## src/hw/rtl/rsr_pkg.sv

```systemverilog
// Shared types, constants and the per-entry op sequence for the symmetry reduction block.
package rsr_pkg;

	// Table size and derived address layout of the working RAM
	localparam int MAX_SYM   = 24;
	localparam int SYM_AW    = (MAX_SYM > 1) ? $clog2(MAX_SYM) : 1;
	localparam int REGION_AW = (SYM_AW > 5) ? SYM_AW : 5;
	localparam int RAM_AW    = REGION_AW + 2;
	localparam int RAM_DEPTH = 1 << RAM_AW;
	localparam int ENT_W     = REGION_AW + 1;

	localparam logic [4:0]  SYM_COUNT_RST = 5'd24;
	localparam logic [31:0] DIST_LIMIT    = 32'h4CBE_BC20; // 1e8
	localparam logic [31:0] FP_ONE        = 32'h3F80_0000;
	localparam logic [31:0] FP_QNAN       = 32'h7FC0_0000;

	// RAM regions: three table components and a scratch area
	localparam logic [1:0] REG_X   = 2'd0;
	localparam logic [1:0] REG_Y   = 2'd1;
	localparam logic [1:0] REG_Z   = 2'd2;
	localparam logic [1:0] REG_SCR = 2'd3;

	typedef struct packed {
		logic        op;
		logic [4:0]  sym_index;
		logic [31:0] sym_x;
		logic [31:0] sym_y;
		logic [31:0] sym_z;
		logic [31:0] vec_x;
		logic [31:0] vec_y;
		logic [31:0] vec_z;
	} item_t;

	typedef struct packed {
		logic [31:0] out_x;
		logic [31:0] out_y;
		logic [31:0] out_z;
		logic        found;
	} result_t;

	localparam logic OP_LOAD   = 1'b0;
	localparam logic OP_REDUCE = 1'b1;

	typedef enum logic [1:0] {FOP_ADD, FOP_SUB, FOP_MUL, FOP_DIV} fop_t;

	// Operand slots; SX/SY/SZ address the current table entry
	typedef enum logic [4:0] {
		SL_R1, SL_R2, SL_R3, SL_ONE, SL_P1, SL_P2, SL_P3, SL_DOT, SL_DEN,
		SL_A, SL_B, SL_X, SL_C1, SL_C2, SL_C3, SL_D1, SL_D2, SL_D3, SL_DIST,
		SL_SX, SL_SY, SL_SZ
	} slot_t;

	typedef struct packed {
		fop_t  fop;
		slot_t src_a;
		slot_t src_b;
		slot_t dst;
	} ustep_t;

	typedef struct packed {
		logic        start;
		fop_t        fop;
		logic [31:0] a;
		logic [31:0] b;
	} fpu_req_t;

	typedef struct packed {
		logic        done;
		logic [31:0] res;
	} fpu_rsp_t;

	typedef enum logic [2:0] {
		ST_IDLE, ST_LOAD, ST_INIT, ST_READ, ST_EXEC, ST_WAIT, ST_OUT
	} top_state_t;

	typedef enum logic [2:0] {
		F_IDLE, F_SETUP, F_ADD, F_DPRE, F_DIV, F_NORM, F_RND, F_DONE
	} fpu_state_t;

	localparam int         UP_LEN  = 29;
	localparam logic [4:0] UP_LAST = 5'(UP_LEN - 1);

	// One entry's composition, one rounded op per step
	function automatic ustep_t ucode(input logic [4:0] step);
		ustep_t u;
		case (step)
			5'd0:  u = '{FOP_MUL, SL_R1,  SL_SX,  SL_P1};
			5'd1:  u = '{FOP_MUL, SL_R2,  SL_SY,  SL_P2};
			5'd2:  u = '{FOP_MUL, SL_R3,  SL_SZ,  SL_P3};
			5'd3:  u = '{FOP_ADD, SL_P1,  SL_P2,  SL_DOT};
			5'd4:  u = '{FOP_ADD, SL_DOT, SL_P3,  SL_DOT};
			5'd5:  u = '{FOP_SUB, SL_ONE, SL_DOT, SL_DEN};
			5'd6:  u = '{FOP_MUL, SL_R3,  SL_SY,  SL_A};
			5'd7:  u = '{FOP_MUL, SL_R2,  SL_SZ,  SL_B};
			5'd8:  u = '{FOP_SUB, SL_A,   SL_B,   SL_X};
			5'd9:  u = '{FOP_ADD, SL_R1,  SL_SX,  SL_C1};
			5'd10: u = '{FOP_SUB, SL_C1,  SL_X,   SL_C1};
			5'd11: u = '{FOP_DIV, SL_C1,  SL_DEN, SL_C1};
			5'd12: u = '{FOP_MUL, SL_R1,  SL_SZ,  SL_A};
			5'd13: u = '{FOP_MUL, SL_R3,  SL_SX,  SL_B};
			5'd14: u = '{FOP_SUB, SL_A,   SL_B,   SL_X};
			5'd15: u = '{FOP_ADD, SL_R2,  SL_SY,  SL_C2};
			5'd16: u = '{FOP_SUB, SL_C2,  SL_X,   SL_C2};
			5'd17: u = '{FOP_DIV, SL_C2,  SL_DEN, SL_C2};
			5'd18: u = '{FOP_MUL, SL_R2,  SL_SX,  SL_A};
			5'd19: u = '{FOP_MUL, SL_R1,  SL_SY,  SL_B};
			5'd20: u = '{FOP_SUB, SL_A,   SL_B,   SL_X};
			5'd21: u = '{FOP_ADD, SL_R3,  SL_SZ,  SL_C3};
			5'd22: u = '{FOP_SUB, SL_C3,  SL_X,   SL_C3};
			5'd23: u = '{FOP_DIV, SL_C3,  SL_DEN, SL_C3};
			5'd24: u = '{FOP_MUL, SL_C1,  SL_C1,  SL_D1};
			5'd25: u = '{FOP_MUL, SL_C2,  SL_C2,  SL_D2};
			5'd26: u = '{FOP_MUL, SL_C3,  SL_C3,  SL_D3};
			5'd27: u = '{FOP_ADD, SL_D1,  SL_D2,  SL_DIST};
			5'd28: u = '{FOP_ADD, SL_DIST, SL_D3, SL_DIST};
			default: u = '{FOP_ADD, SL_DIST, SL_D3, SL_DIST};
		endcase
		return u;
	endfunction

endpackage

```

## src/hw/rtl/rsr_fpu.sv

```systemverilog
// Shared multi-cycle single precision unit: add, subtract, multiply, divide, round to nearest even.
module rsr_fpu (
	input  logic              clk,
	input  logic              arst_n,
	input  rsr_pkg::fpu_req_t req,
	output rsr_pkg::fpu_rsp_t rsp
);

	rsr_pkg::fpu_state_t state_q, state_d;
	rsr_pkg::fop_t       fop_q;
	logic [31:0]         a_q, b_q, res_q;
	logic [47:0]         raw_q;
	logic signed [11:0]  exp_q, ea_q, eb_q;
	logic                sign_q, zsign_q, st_q, sub_q;
	logic [26:0]         big_q, small_q, quo_q;
	logic [23:0]         ma_q, mb_q;
	logic [24:0]         rem_q;
	logic [4:0]          cnt_q;

	// Operand unpack
	logic               sa, sb, sx;
	logic [7:0]         efa, efb;
	logic               a_nan, b_nan, a_inf, b_inf, a_zero, b_zero;
	logic [23:0]        ma, mb;
	logic signed [11:0] ea, eb;

	always_comb begin
		sa     = a_q[31];
		sb     = b_q[31] ^ (fop_q == rsr_pkg::FOP_SUB);
		sx     = a_q[31] ^ b_q[31];
		efa    = a_q[30:23];
		efb    = b_q[30:23];
		a_nan  = (&efa) && (|a_q[22:0]);
		b_nan  = (&efb) && (|b_q[22:0]);
		a_inf  = (&efa) && !(|a_q[22:0]);
		b_inf  = (&efb) && !(|b_q[22:0]);
		a_zero = !(|a_q[30:0]);
		b_zero = !(|b_q[30:0]);
		ma     = {|efa, a_q[22:0]};
		mb     = {|efb, b_q[22:0]};
		ea     = (efa == 8'd0) ? 12'sd1 : $signed({4'b0, efa});
		eb     = (efb == 8'd0) ? 12'sd1 : $signed({4'b0, efb});
	end

	// Special operands: NaN, infinity, zero short cuts
	logic        spec_hit;
	logic [31:0] spec_val;

	always_comb begin
		spec_hit = 1'b0;
		spec_val = rsr_pkg::FP_QNAN;
		case (fop_q)
			rsr_pkg::FOP_ADD, rsr_pkg::FOP_SUB: begin
				if (a_nan || b_nan || (a_inf && b_inf && (sa != sb))) begin
					spec_hit = 1'b1;
				end else if (a_inf) begin
					spec_hit = 1'b1;
					spec_val = {sa, 8'hFF, 23'd0};
				end else if (b_inf) begin
					spec_hit = 1'b1;
					spec_val = {sb, 8'hFF, 23'd0};
				end
			end
			rsr_pkg::FOP_MUL: begin
				if (a_nan || b_nan || (a_inf && b_zero) || (b_inf && a_zero)) begin
					spec_hit = 1'b1;
				end else if (a_inf || b_inf) begin
					spec_hit = 1'b1;
					spec_val = {sx, 8'hFF, 23'd0};
				end else if (a_zero || b_zero) begin
					spec_hit = 1'b1;
					spec_val = {sx, 31'd0};
				end
			end
			default: begin
				if (a_nan || b_nan || (a_inf && b_inf) || (a_zero && b_zero)) begin
					spec_hit = 1'b1;
				end else if (a_inf || b_zero) begin
					spec_hit = 1'b1;
					spec_val = {sx, 8'hFF, 23'd0};
				end else if (b_inf || a_zero) begin
					spec_hit = 1'b1;
					spec_val = {sx, 31'd0};
				end
			end
		endcase
	end

	// Add alignment: larger magnitude first, smaller shifted with sticky
	logic               swap;
	logic [23:0]        m_big, m_small;
	logic signed [11:0] e_big, e_small, e_diff;
	logic [26:0]        small_ext, aligned;

	always_comb begin
		swap      = (b_q[30:0] > a_q[30:0]);
		m_big     = swap ? mb : ma;
		m_small   = swap ? ma : mb;
		e_big     = swap ? eb : ea;
		e_small   = swap ? ea : eb;
		e_diff    = e_big - e_small;
		small_ext = {m_small, 3'b000};
		if (e_diff > 12'sd26) begin
			aligned = {26'd0, |m_small};
		end else begin
			aligned    = small_ext >> e_diff[4:0];
			aligned[0] = aligned[0] | (|(small_ext & ~({27{1'b1}} << e_diff[4:0])));
		end
	end

	logic [27:0] add_sum;
	assign add_sum = sub_q ? ({1'b0, big_q} - {1'b0, small_q})
	                       : ({1'b0, big_q} + {1'b0, small_q});

	// One restoring divide step
	logic        div_ge;
	logic [24:0] div_diff;
	logic [26:0] quo_next;

	always_comb begin
		div_ge   = (rem_q >= {1'b0, mb_q});
		div_diff = div_ge ? (rem_q - {1'b0, mb_q}) : rem_q;
		quo_next = {quo_q[25:0], div_ge};
	end

	// Rounding with gradual underflow
	logic [26:0]        sig, sig_d;
	logic signed [11:0] sh, e_d, e_r;
	logic [23:0]        mant, m_fin;
	logic [24:0]        m25;
	logic               inc;
	logic [31:0]        rnd_val;

	always_comb begin
		sig = {raw_q[47:22], (|raw_q[21:0]) | st_q};
		sh  = 12'sd1 - exp_q;
		if (exp_q < 12'sd1) begin
			if (sh > 12'sd26) begin
				sig_d = {26'd0, |sig};
			end else begin
				sig_d    = sig >> sh[4:0];
				sig_d[0] = sig_d[0] | (|(sig & ~({27{1'b1}} << sh[4:0])));
			end
			e_d = 12'sd1;
		end else begin
			sig_d = sig;
			e_d   = exp_q;
		end
		mant = sig_d[26:3];
		inc  = sig_d[2] && ((|sig_d[1:0]) || mant[0]);
		m25  = {1'b0, mant} + {24'd0, inc};
		if (m25[24]) begin
			m_fin = m25[24:1];
			e_r   = e_d + 12'sd1;
		end else begin
			m_fin = m25[23:0];
			e_r   = e_d;
		end
		if (e_r > 12'sd254) begin
			rnd_val = {sign_q, 8'hFF, 23'd0};
		end else begin
			rnd_val = {sign_q, (m_fin[23] ? e_r[7:0] : 8'h00), m_fin[22:0]};
		end
	end

	// Next state
	always_comb begin
		state_d = state_q;
		case (state_q)
			rsr_pkg::F_IDLE: begin
				if (req.start) begin
					state_d = rsr_pkg::F_SETUP;
				end
			end
			rsr_pkg::F_SETUP: begin
				if (spec_hit) begin
					state_d = rsr_pkg::F_DONE;
				end else if (fop_q == rsr_pkg::FOP_MUL) begin
					state_d = rsr_pkg::F_NORM;
				end else if (fop_q == rsr_pkg::FOP_DIV) begin
					state_d = rsr_pkg::F_DPRE;
				end else begin
					state_d = rsr_pkg::F_ADD;
				end
			end
			rsr_pkg::F_ADD:  state_d = rsr_pkg::F_NORM;
			rsr_pkg::F_DPRE: begin
				if (ma_q[23] && mb_q[23]) begin
					state_d = rsr_pkg::F_DIV;
				end
			end
			rsr_pkg::F_DIV: begin
				if (cnt_q == 5'd26) begin
					state_d = rsr_pkg::F_NORM;
				end
			end
			rsr_pkg::F_NORM: begin
				if (raw_q == 48'd0) begin
					state_d = rsr_pkg::F_DONE;
				end else if (raw_q[47]) begin
					state_d = rsr_pkg::F_RND;
				end
			end
			rsr_pkg::F_RND:  state_d = rsr_pkg::F_DONE;
			rsr_pkg::F_DONE: state_d = rsr_pkg::F_IDLE;
			default:         state_d = rsr_pkg::F_IDLE;
		endcase
	end

	always_ff @(posedge clk or negedge arst_n) begin
		if (!arst_n) begin
			state_q <= rsr_pkg::F_IDLE;
		end else begin
			state_q <= state_d;
		end
	end

	// Outputs
	always_comb begin
		rsp.done = (state_q == rsr_pkg::F_DONE);
		rsp.res  = res_q;
	end

	// Datapath
	always_ff @(posedge clk) begin
		case (state_q)
			rsr_pkg::F_IDLE: begin
				if (req.start) begin
					fop_q <= req.fop;
					a_q   <= req.a;
					b_q   <= req.b;
				end
			end
			rsr_pkg::F_SETUP: begin
				res_q <= spec_val;
				st_q  <= 1'b0;
				case (fop_q)
					rsr_pkg::FOP_MUL: begin
						raw_q   <= ma * mb;
						exp_q   <= ea + eb - 12'sd126;
						sign_q  <= sx;
						zsign_q <= sx;
					end
					rsr_pkg::FOP_DIV: begin
						ma_q   <= ma;
						mb_q   <= mb;
						ea_q   <= ea;
						eb_q   <= eb;
						sign_q <= sx;
						zsign_q <= sx;
					end
					default: begin
						big_q   <= {m_big, 3'b000};
						small_q <= aligned;
						sub_q   <= (sa != sb);
						exp_q   <= e_big + 12'sd1;
						sign_q  <= swap ? sb : sa;
						zsign_q <= sa & sb;
					end
				endcase
			end
			rsr_pkg::F_ADD: begin
				raw_q <= {add_sum, 20'd0};
			end
			rsr_pkg::F_DPRE: begin
				if (!ma_q[23]) begin
					ma_q <= {ma_q[22:0], 1'b0};
					ea_q <= ea_q - 12'sd1;
				end
				if (!mb_q[23]) begin
					mb_q <= {mb_q[22:0], 1'b0};
					eb_q <= eb_q - 12'sd1;
				end
				rem_q <= {1'b0, ma_q};
				quo_q <= 27'd0;
				cnt_q <= 5'd0;
			end
			rsr_pkg::F_DIV: begin
				quo_q <= quo_next;
				rem_q <= {div_diff[23:0], 1'b0};
				cnt_q <= cnt_q + 5'd1;
				if (cnt_q == 5'd26) begin
					raw_q <= {quo_next, 21'd0};
					st_q  <= |div_diff;
					exp_q <= ea_q - eb_q + 12'sd127;
				end
			end
			rsr_pkg::F_NORM: begin
				if (raw_q == 48'd0) begin
					res_q <= {zsign_q, 31'd0};
				end else if (raw_q[47:40] == 8'd0) begin
					raw_q <= {raw_q[39:0], 8'd0};
					exp_q <= exp_q - 12'sd8;
				end else if (!raw_q[47]) begin
					raw_q <= {raw_q[46:0], 1'b0};
					exp_q <= exp_q - 12'sd1;
				end
			end
			rsr_pkg::F_RND: begin
				res_q <= rnd_val;
			end
			default: ;
		endcase
	end

	// A new op only lands on an idle unit
	a_start_idle: assert property (@(posedge clk) disable iff (!arst_n)
		req.start |-> (state_q == rsr_pkg::F_IDLE))
		else $error("fpu started while busy");

	// Partial remainder stays below twice the divisor
	a_rem_bound: assert property (@(posedge clk) disable iff (!arst_n)
		(state_q == rsr_pkg::F_DIV) |-> (rem_q < {mb_q, 1'b0}))
		else $error("divide remainder out of range");

endmodule

```

## config.mk

```make
export PLATFORM = sky130hd
export DESIGN_NAME = rsr_fpu
export DESIGN_NICKNAME = d
export VERILOG_FILES = /design/src/hw/rtl/rsr_pkg.sv /design/src/hw/rtl/rsr_fpu.sv
export SDC_FILE = /design/constraint.sdc
export NUM_CORES = 2
export LEC_CHECK = 0
export ABC_AREA = 1
export BUFFER_PORTS_ARGS = -buffer_cell sky130_fd_sc_hd__buf_2
export CORE_MARGIN = 5
export CORE_UTILIZATION = 45
export CTS_BUF_LIST = sky130_fd_sc_hd__clkbuf_4
export DETAILED_ROUTE_END_ITERATION = 16
export PLACE_DENSITY_LB_ADDON = 0.12
export REMOVE_ABC_BUFFERS = 1
export SLEW_MARGIN = 20
export SYNTH_ARGS = -nofsm -noshare
export SYNTH_HDL_FRONTEND = slang
export SYNTH_SLANG_ARGS = --single-unit
```

## constraint.sdc

```tcl
create_clock -name clk -period 9.25 [get_ports clk]
set_input_delay 1.3875 -clock clk [delete_from_list [all_inputs] [get_ports clk]]
set_output_delay 1.3875 -clock clk [all_outputs]
set_load 0.005 [all_outputs]
```

Word-level counts from Yosys, hierarchy flattened:

Index checks and enable logic that the tools add are counted.

* register bits: 344
* bits of input ports: 69
* output and inout port bits: 33
* logic and storage cells: 232

* add/sub/neg operators: 17
* multipliers: 1
* order comparisons: 6
* equal/unequal tests: 24
* shift operators: 4
* multiplexer cells: 79
* bitwise operators: 11
* reductions and logical operators: 66

Operators by type and width (number)
* two-way mux 32 bit: 10
* two-way mux 48 bit: 5
* case mux 48 bit (4 select lines): 1
* two-way mux 24 bit: 7
* two-way mux 12 bit: 10
* case mux 24 bit (2 select lines): 2
* case mux 32 bit (3 select lines): 1
* OR reduction 27 bit: 3
* case mux 12 bit (2 select lines): 3
* case mux 32 bit (2 select lines): 1
* OR reduction 31 bit: 2
* bitwise AND 27 bit: 2
* two-way mux 27 bit: 2
* NOT 27 bit: 2
* left shift 27 x 5 -> 27 bit, first input constant: 2
* right shift 27 x 5 -> 27 bit: 2
* case mux 26 bit (2 select lines): 1
* case mux 25 bit (2 select lines): 1
* zero test 48 bit: 1
* multiplier 24 x 24 -> 48 bit: 1
* OR reduction 23 bit: 2
* two-way mux 8 bit: 5
* case mux 12 bit (3 select lines): 1
* subtractor 12 x 2 -> 12 bit, second input constant: 3
* other kinds (60): 138

Longest topological paths before layout:

* depth after elaboration: 16
* mapped depth: 39
* mapped depth without buffers: 33

Worst setup path after synthesis:

No wires, ideal clock.

* path kind: register -> register
* start: register a_q[11]
* end: register raw_q[46] (data pin)
* library setup time: 262 ps
* arrival time: 6491 ps
* data required time: 8988 ps
* setup slack: 2497 ps
* cell stages (with the launch flop): 28
* buffers on the path: 2
* period minus slack after synthesis: 6753 ps
* path through: edfxtp_1 -> clkbuf_1 -> clkbuf_1 -> nand2_1 -> fa_1 -> inv_1 -> fa_1 -> fa_1 -> fa_1 -> fa_1 -> inv_1 -> fa_1 -> inv_1 -> fa_1 -> ha_1 -> a21oi_1 -> inv_1 -> a31oi_1 -> a21boi_0 -> inv_1 -> nand2_1 -> nand2_1 -> a21boi_0 -> o21ai_0 -> a21boi_0 -> o21ai_0 -> o21ai_0 -> nand3b_1

* cells in the longest elaborated chain, start to end: 3

Ends and longest elaborated chain
* start, declared: RTL line rsr_fpu.sv:11 `logic [31:0] a_q, b_q, res_q;`
* start signal, assigned: RTL line rsr_fpu.sv:230 `a_q <= req.a;`
* multiplier 24 x 24 -> 48 bit: RTL line rsr_fpu.sv:239 `raw_q <= ma * mb;`
* two-way mux 48 bit: RTL line rsr_fpu.sv:237 `case (fop_q)`
* case mux 48 bit (4 select lines): RTL line rsr_fpu.sv:226 `case (state_q)`
* end signal, assigned: RTL line rsr_fpu.sv:239
* end signal, assigned: RTL line rsr_fpu.sv:263 `raw_q <= {add_sum, 20'd0};`
* end signal, assigned: RTL line rsr_fpu.sv:283 `raw_q <= {quo_next, 21'd0};`
* end, declared: RTL line rsr_fpu.sv:12 `logic [47:0] raw_q;`

Every way passes these cells. The select of a mux whose other input is x is not followed.
A chain may end at the register's enable or synchronous reset.

Final worst setup path:

* start: register a_q[29]
* end: register raw_q[47] (data pin)

* cells in the longest elaborated chain, start to end: 4

Ends and longest elaborated chain
* OR reduction 8 bit: RTL line rsr_fpu.sv:39 `ma = {|efa, a_q[22:0]};`
* multiplier 24 x 24 -> 48 bit: RTL line rsr_fpu.sv:239
* two-way mux 48 bit: RTL line rsr_fpu.sv:237
* case mux 48 bit (4 select lines): RTL line rsr_fpu.sv:226

Every way passes these cells. The select of a mux whose other input is x is not followed.

==> reports/results.ini <==
[logic_synthesis]
syn-mean-instance-area_um2=7.61
seq_area_frac_synth=0.225
ys.flop_type=edfxtp_1
synthArstFlopShare=0.00872
ys_ff_latch=344
synth_edf_count=341
synthCells=6022
syn_area_mm2=0.0458
yosys_warnings=0
synthDistinctLibCells=64

[clocking]
postCtsSetupRepairBufs=0
htree_levels=3
cts_made_buffers=99
insertion_delay_ps=980
cts_sinks=344
clockBufferDepth=3
cts_hold_buf=0
cts_root_buf=clkbuf_4
cts_resized=0
cts_tree=done
cts.clk_slew.worst_paths_ps=60

[die]
coreArea_mm2=0.101
dieArea_mm2=0.108
die_w_um=329
die_h_um=329
io-pin-count=102
start_util=0.452
fp-row-count=117

[placement]
place.gp.congestion=0.959
io_buffers=101
placed_area_mm2=0.0478
dp_hpwl_mm=122
placed_cells=7331

[sta]
skew_ps=94.1
tightest_slew_ps=1080
slew_violations=0
finalSetupViolCount=0
setup_tns_ps=0
hold_ws_ps=223
relSlewSlack=0.279
period_needed_ps=7840
rsz0062_at_grt=false
hold_violations=0
fin_crit_sh=0.848
fmax_mhz=127

[layout]
seqCellArea_mm2=0.0103
fin_area_mm2=0.0492
final_cell_mix=nand2_1, inv_1, fa_1
final_common_cell=nand2_1
drive_above_1_share=0.0702
fillers=10309
area_delta_synth_final_pct=7.32
final_cells=7514
multiInputGateArea_mm2=0.0298
nNetsFinal=6987

[detailed_routing]
vias=40523
via_per_inst=5.39
drt_iter0_markers=3950
routedWlPerCell_um=20.4
drtPass1Iterations=6
wl_mm=153
detail-route-antenna-nets=0
drc=0

[global_route]
grt_max_degree=94
grt_pass1_wl_mm=235
grt_pass1_vias=39951
top_usage_layer=met2
grt_use_met2=0.450
antenna_found_initial=7
grt_overflow=0
grt_usage=0.280
use_met3=0.0418
met1_usage=0.395

[worst_setup_path]
crit_fanout=13
startpoint_type=flop
required_ps=9870
crit_path_start=a_q[29]
r2r-start=a_q[29]
crit_path_end_kind=flop
slowest_stage=inv_1
crit_top_cell=inv_1
critPathKind=reg2reg
arrival_ps=8470
cpPeakStageDelay_ps=640

[job]
maxCapViolations=0

[min_path]
hold_path_class=in2async

[run_status]
status=finished clean

-- through the flow --
step | utilization | setup WS (ps)
3_3_place_gp | 0.472 | 1560
6_report | 0.485 | 1410
4_1_cts | 0.484 | 1430
2_1_floorplan | - | 2050
3_5_place_dp | 0.472 | 1460
5_1_grt | 0.485 | 979
-- cell usage after synthesis, types with 9 or more instances --
cell type,count,share of area
a211oi_1,13,0.0021
a21o_1,10,0.0016
a21oi_1,244,0.027
a221oi_1,9,0.0017
a31oi_1,35,0.0048
and2_1,9,0.0012
buf_1,20,0.0016
clkbuf_1,226,0.019
clkinv_1,12,0.00098
edfxtp_1,341,0.22
fa_1,487,0.21
ha_1,363,0.099
inv_1,1240,0.10
nand2_1,1480,0.12
nand3_1,267,0.029
nand3b_1,12,0.0020
nand4_1,57,0.0078
nor2_1,406,0.033
nor3_1,62,0.0068
nor4_1,35,0.0048
o211ai_1,19,0.0031
o21a_1,11,0.0018
o21ai_0,326,0.036
o21ai_1,12,0.0013
o221ai_1,29,0.0055
o22ai_1,43,0.0059
o311ai_0,11,0.0021
o31ai_1,10,0.0016
or2_2,23,0.0031
xnor2_1,35,0.0067
xor2_1,62,0.012
-- path summary, 6_finish.rpt --
check | endpoint | depth (start not counted) | slack (ps)
max | raw_q[47] | 29 | 1410
min | state_q[0] | 1 | 220
max reg2reg | raw_q[47] | 29 | 1410
min reg2reg | res_q[31] | 2 | 520
max in group asynchronous | state_q[1] | 1 | 8870
min in group clk | res_q[31] | 2 | 520
-- registers in the layout, indices dropped and copies added, names as in the netlist, 2 cells and up --
signal,cells
rem_q,25
fop_q,2
b_q,32
eb_q,12
state_q,3
big_q,24
cnt_q,5
ma_q,24
small_q,27
mb_q,24
a_q,32
raw_q,48
quo_q,26
ea_q,12
exp_q,12
res_q,32
-- routing by layer --
layer | vias up | wire length (µm) | share of wire
met3 | 276 | 11000 | 0.072
met2 | 1555 | 69600 | 0.45
met1 | 19540 | 67500 | 0.44
met4 | 6 | 4980 | 0.033
li1 | 19146 | - | -
met5 | - | 47 | 0.00031
-- cell type report --
cell class / instances / area share
clock inverter: 35 / 0.00394
clock buffer: 140 / 0.0214
sequential: 344 / 0.210
multi-input combinational: 4152 / 0.606
timing repair buffer: 208 / 0.0280
tap: 1368 / 0.0348
antenna: 4 / 0.000203
inverter: 1263 / 0.0965
-- worst max-delay path, delay by kind of cell (launching register included) --
kind            cells  cell delay, ps
compound gates      5             990
xor+xnor            1             230
fa+ha+maj           8            3750
buf+inv             7            1040
flops               1             430
simple gates        8            1070
-- cell families (layout without fill, tap and decap cells) --
group / after synthesis / count (layout) / share of synthesized area
mux: 8 / 8 / 0.00175
fa+ha+maj: 850 / 850 / 0.312
flops: 344 / 344 / 0.225
buf+inv: 1526 / 1646 / 0.126
compound gates: 819 / 819 / 0.103
simple gates: 2377 / 2377 / 0.214
other cells: 0 / 4 / 0
xor+xnor: 98 / 98 / 0.0189
Power is left out: the tool's default activity adds up to more than one toggle a clock period on the data nets, which glitch-free logic cannot reach.
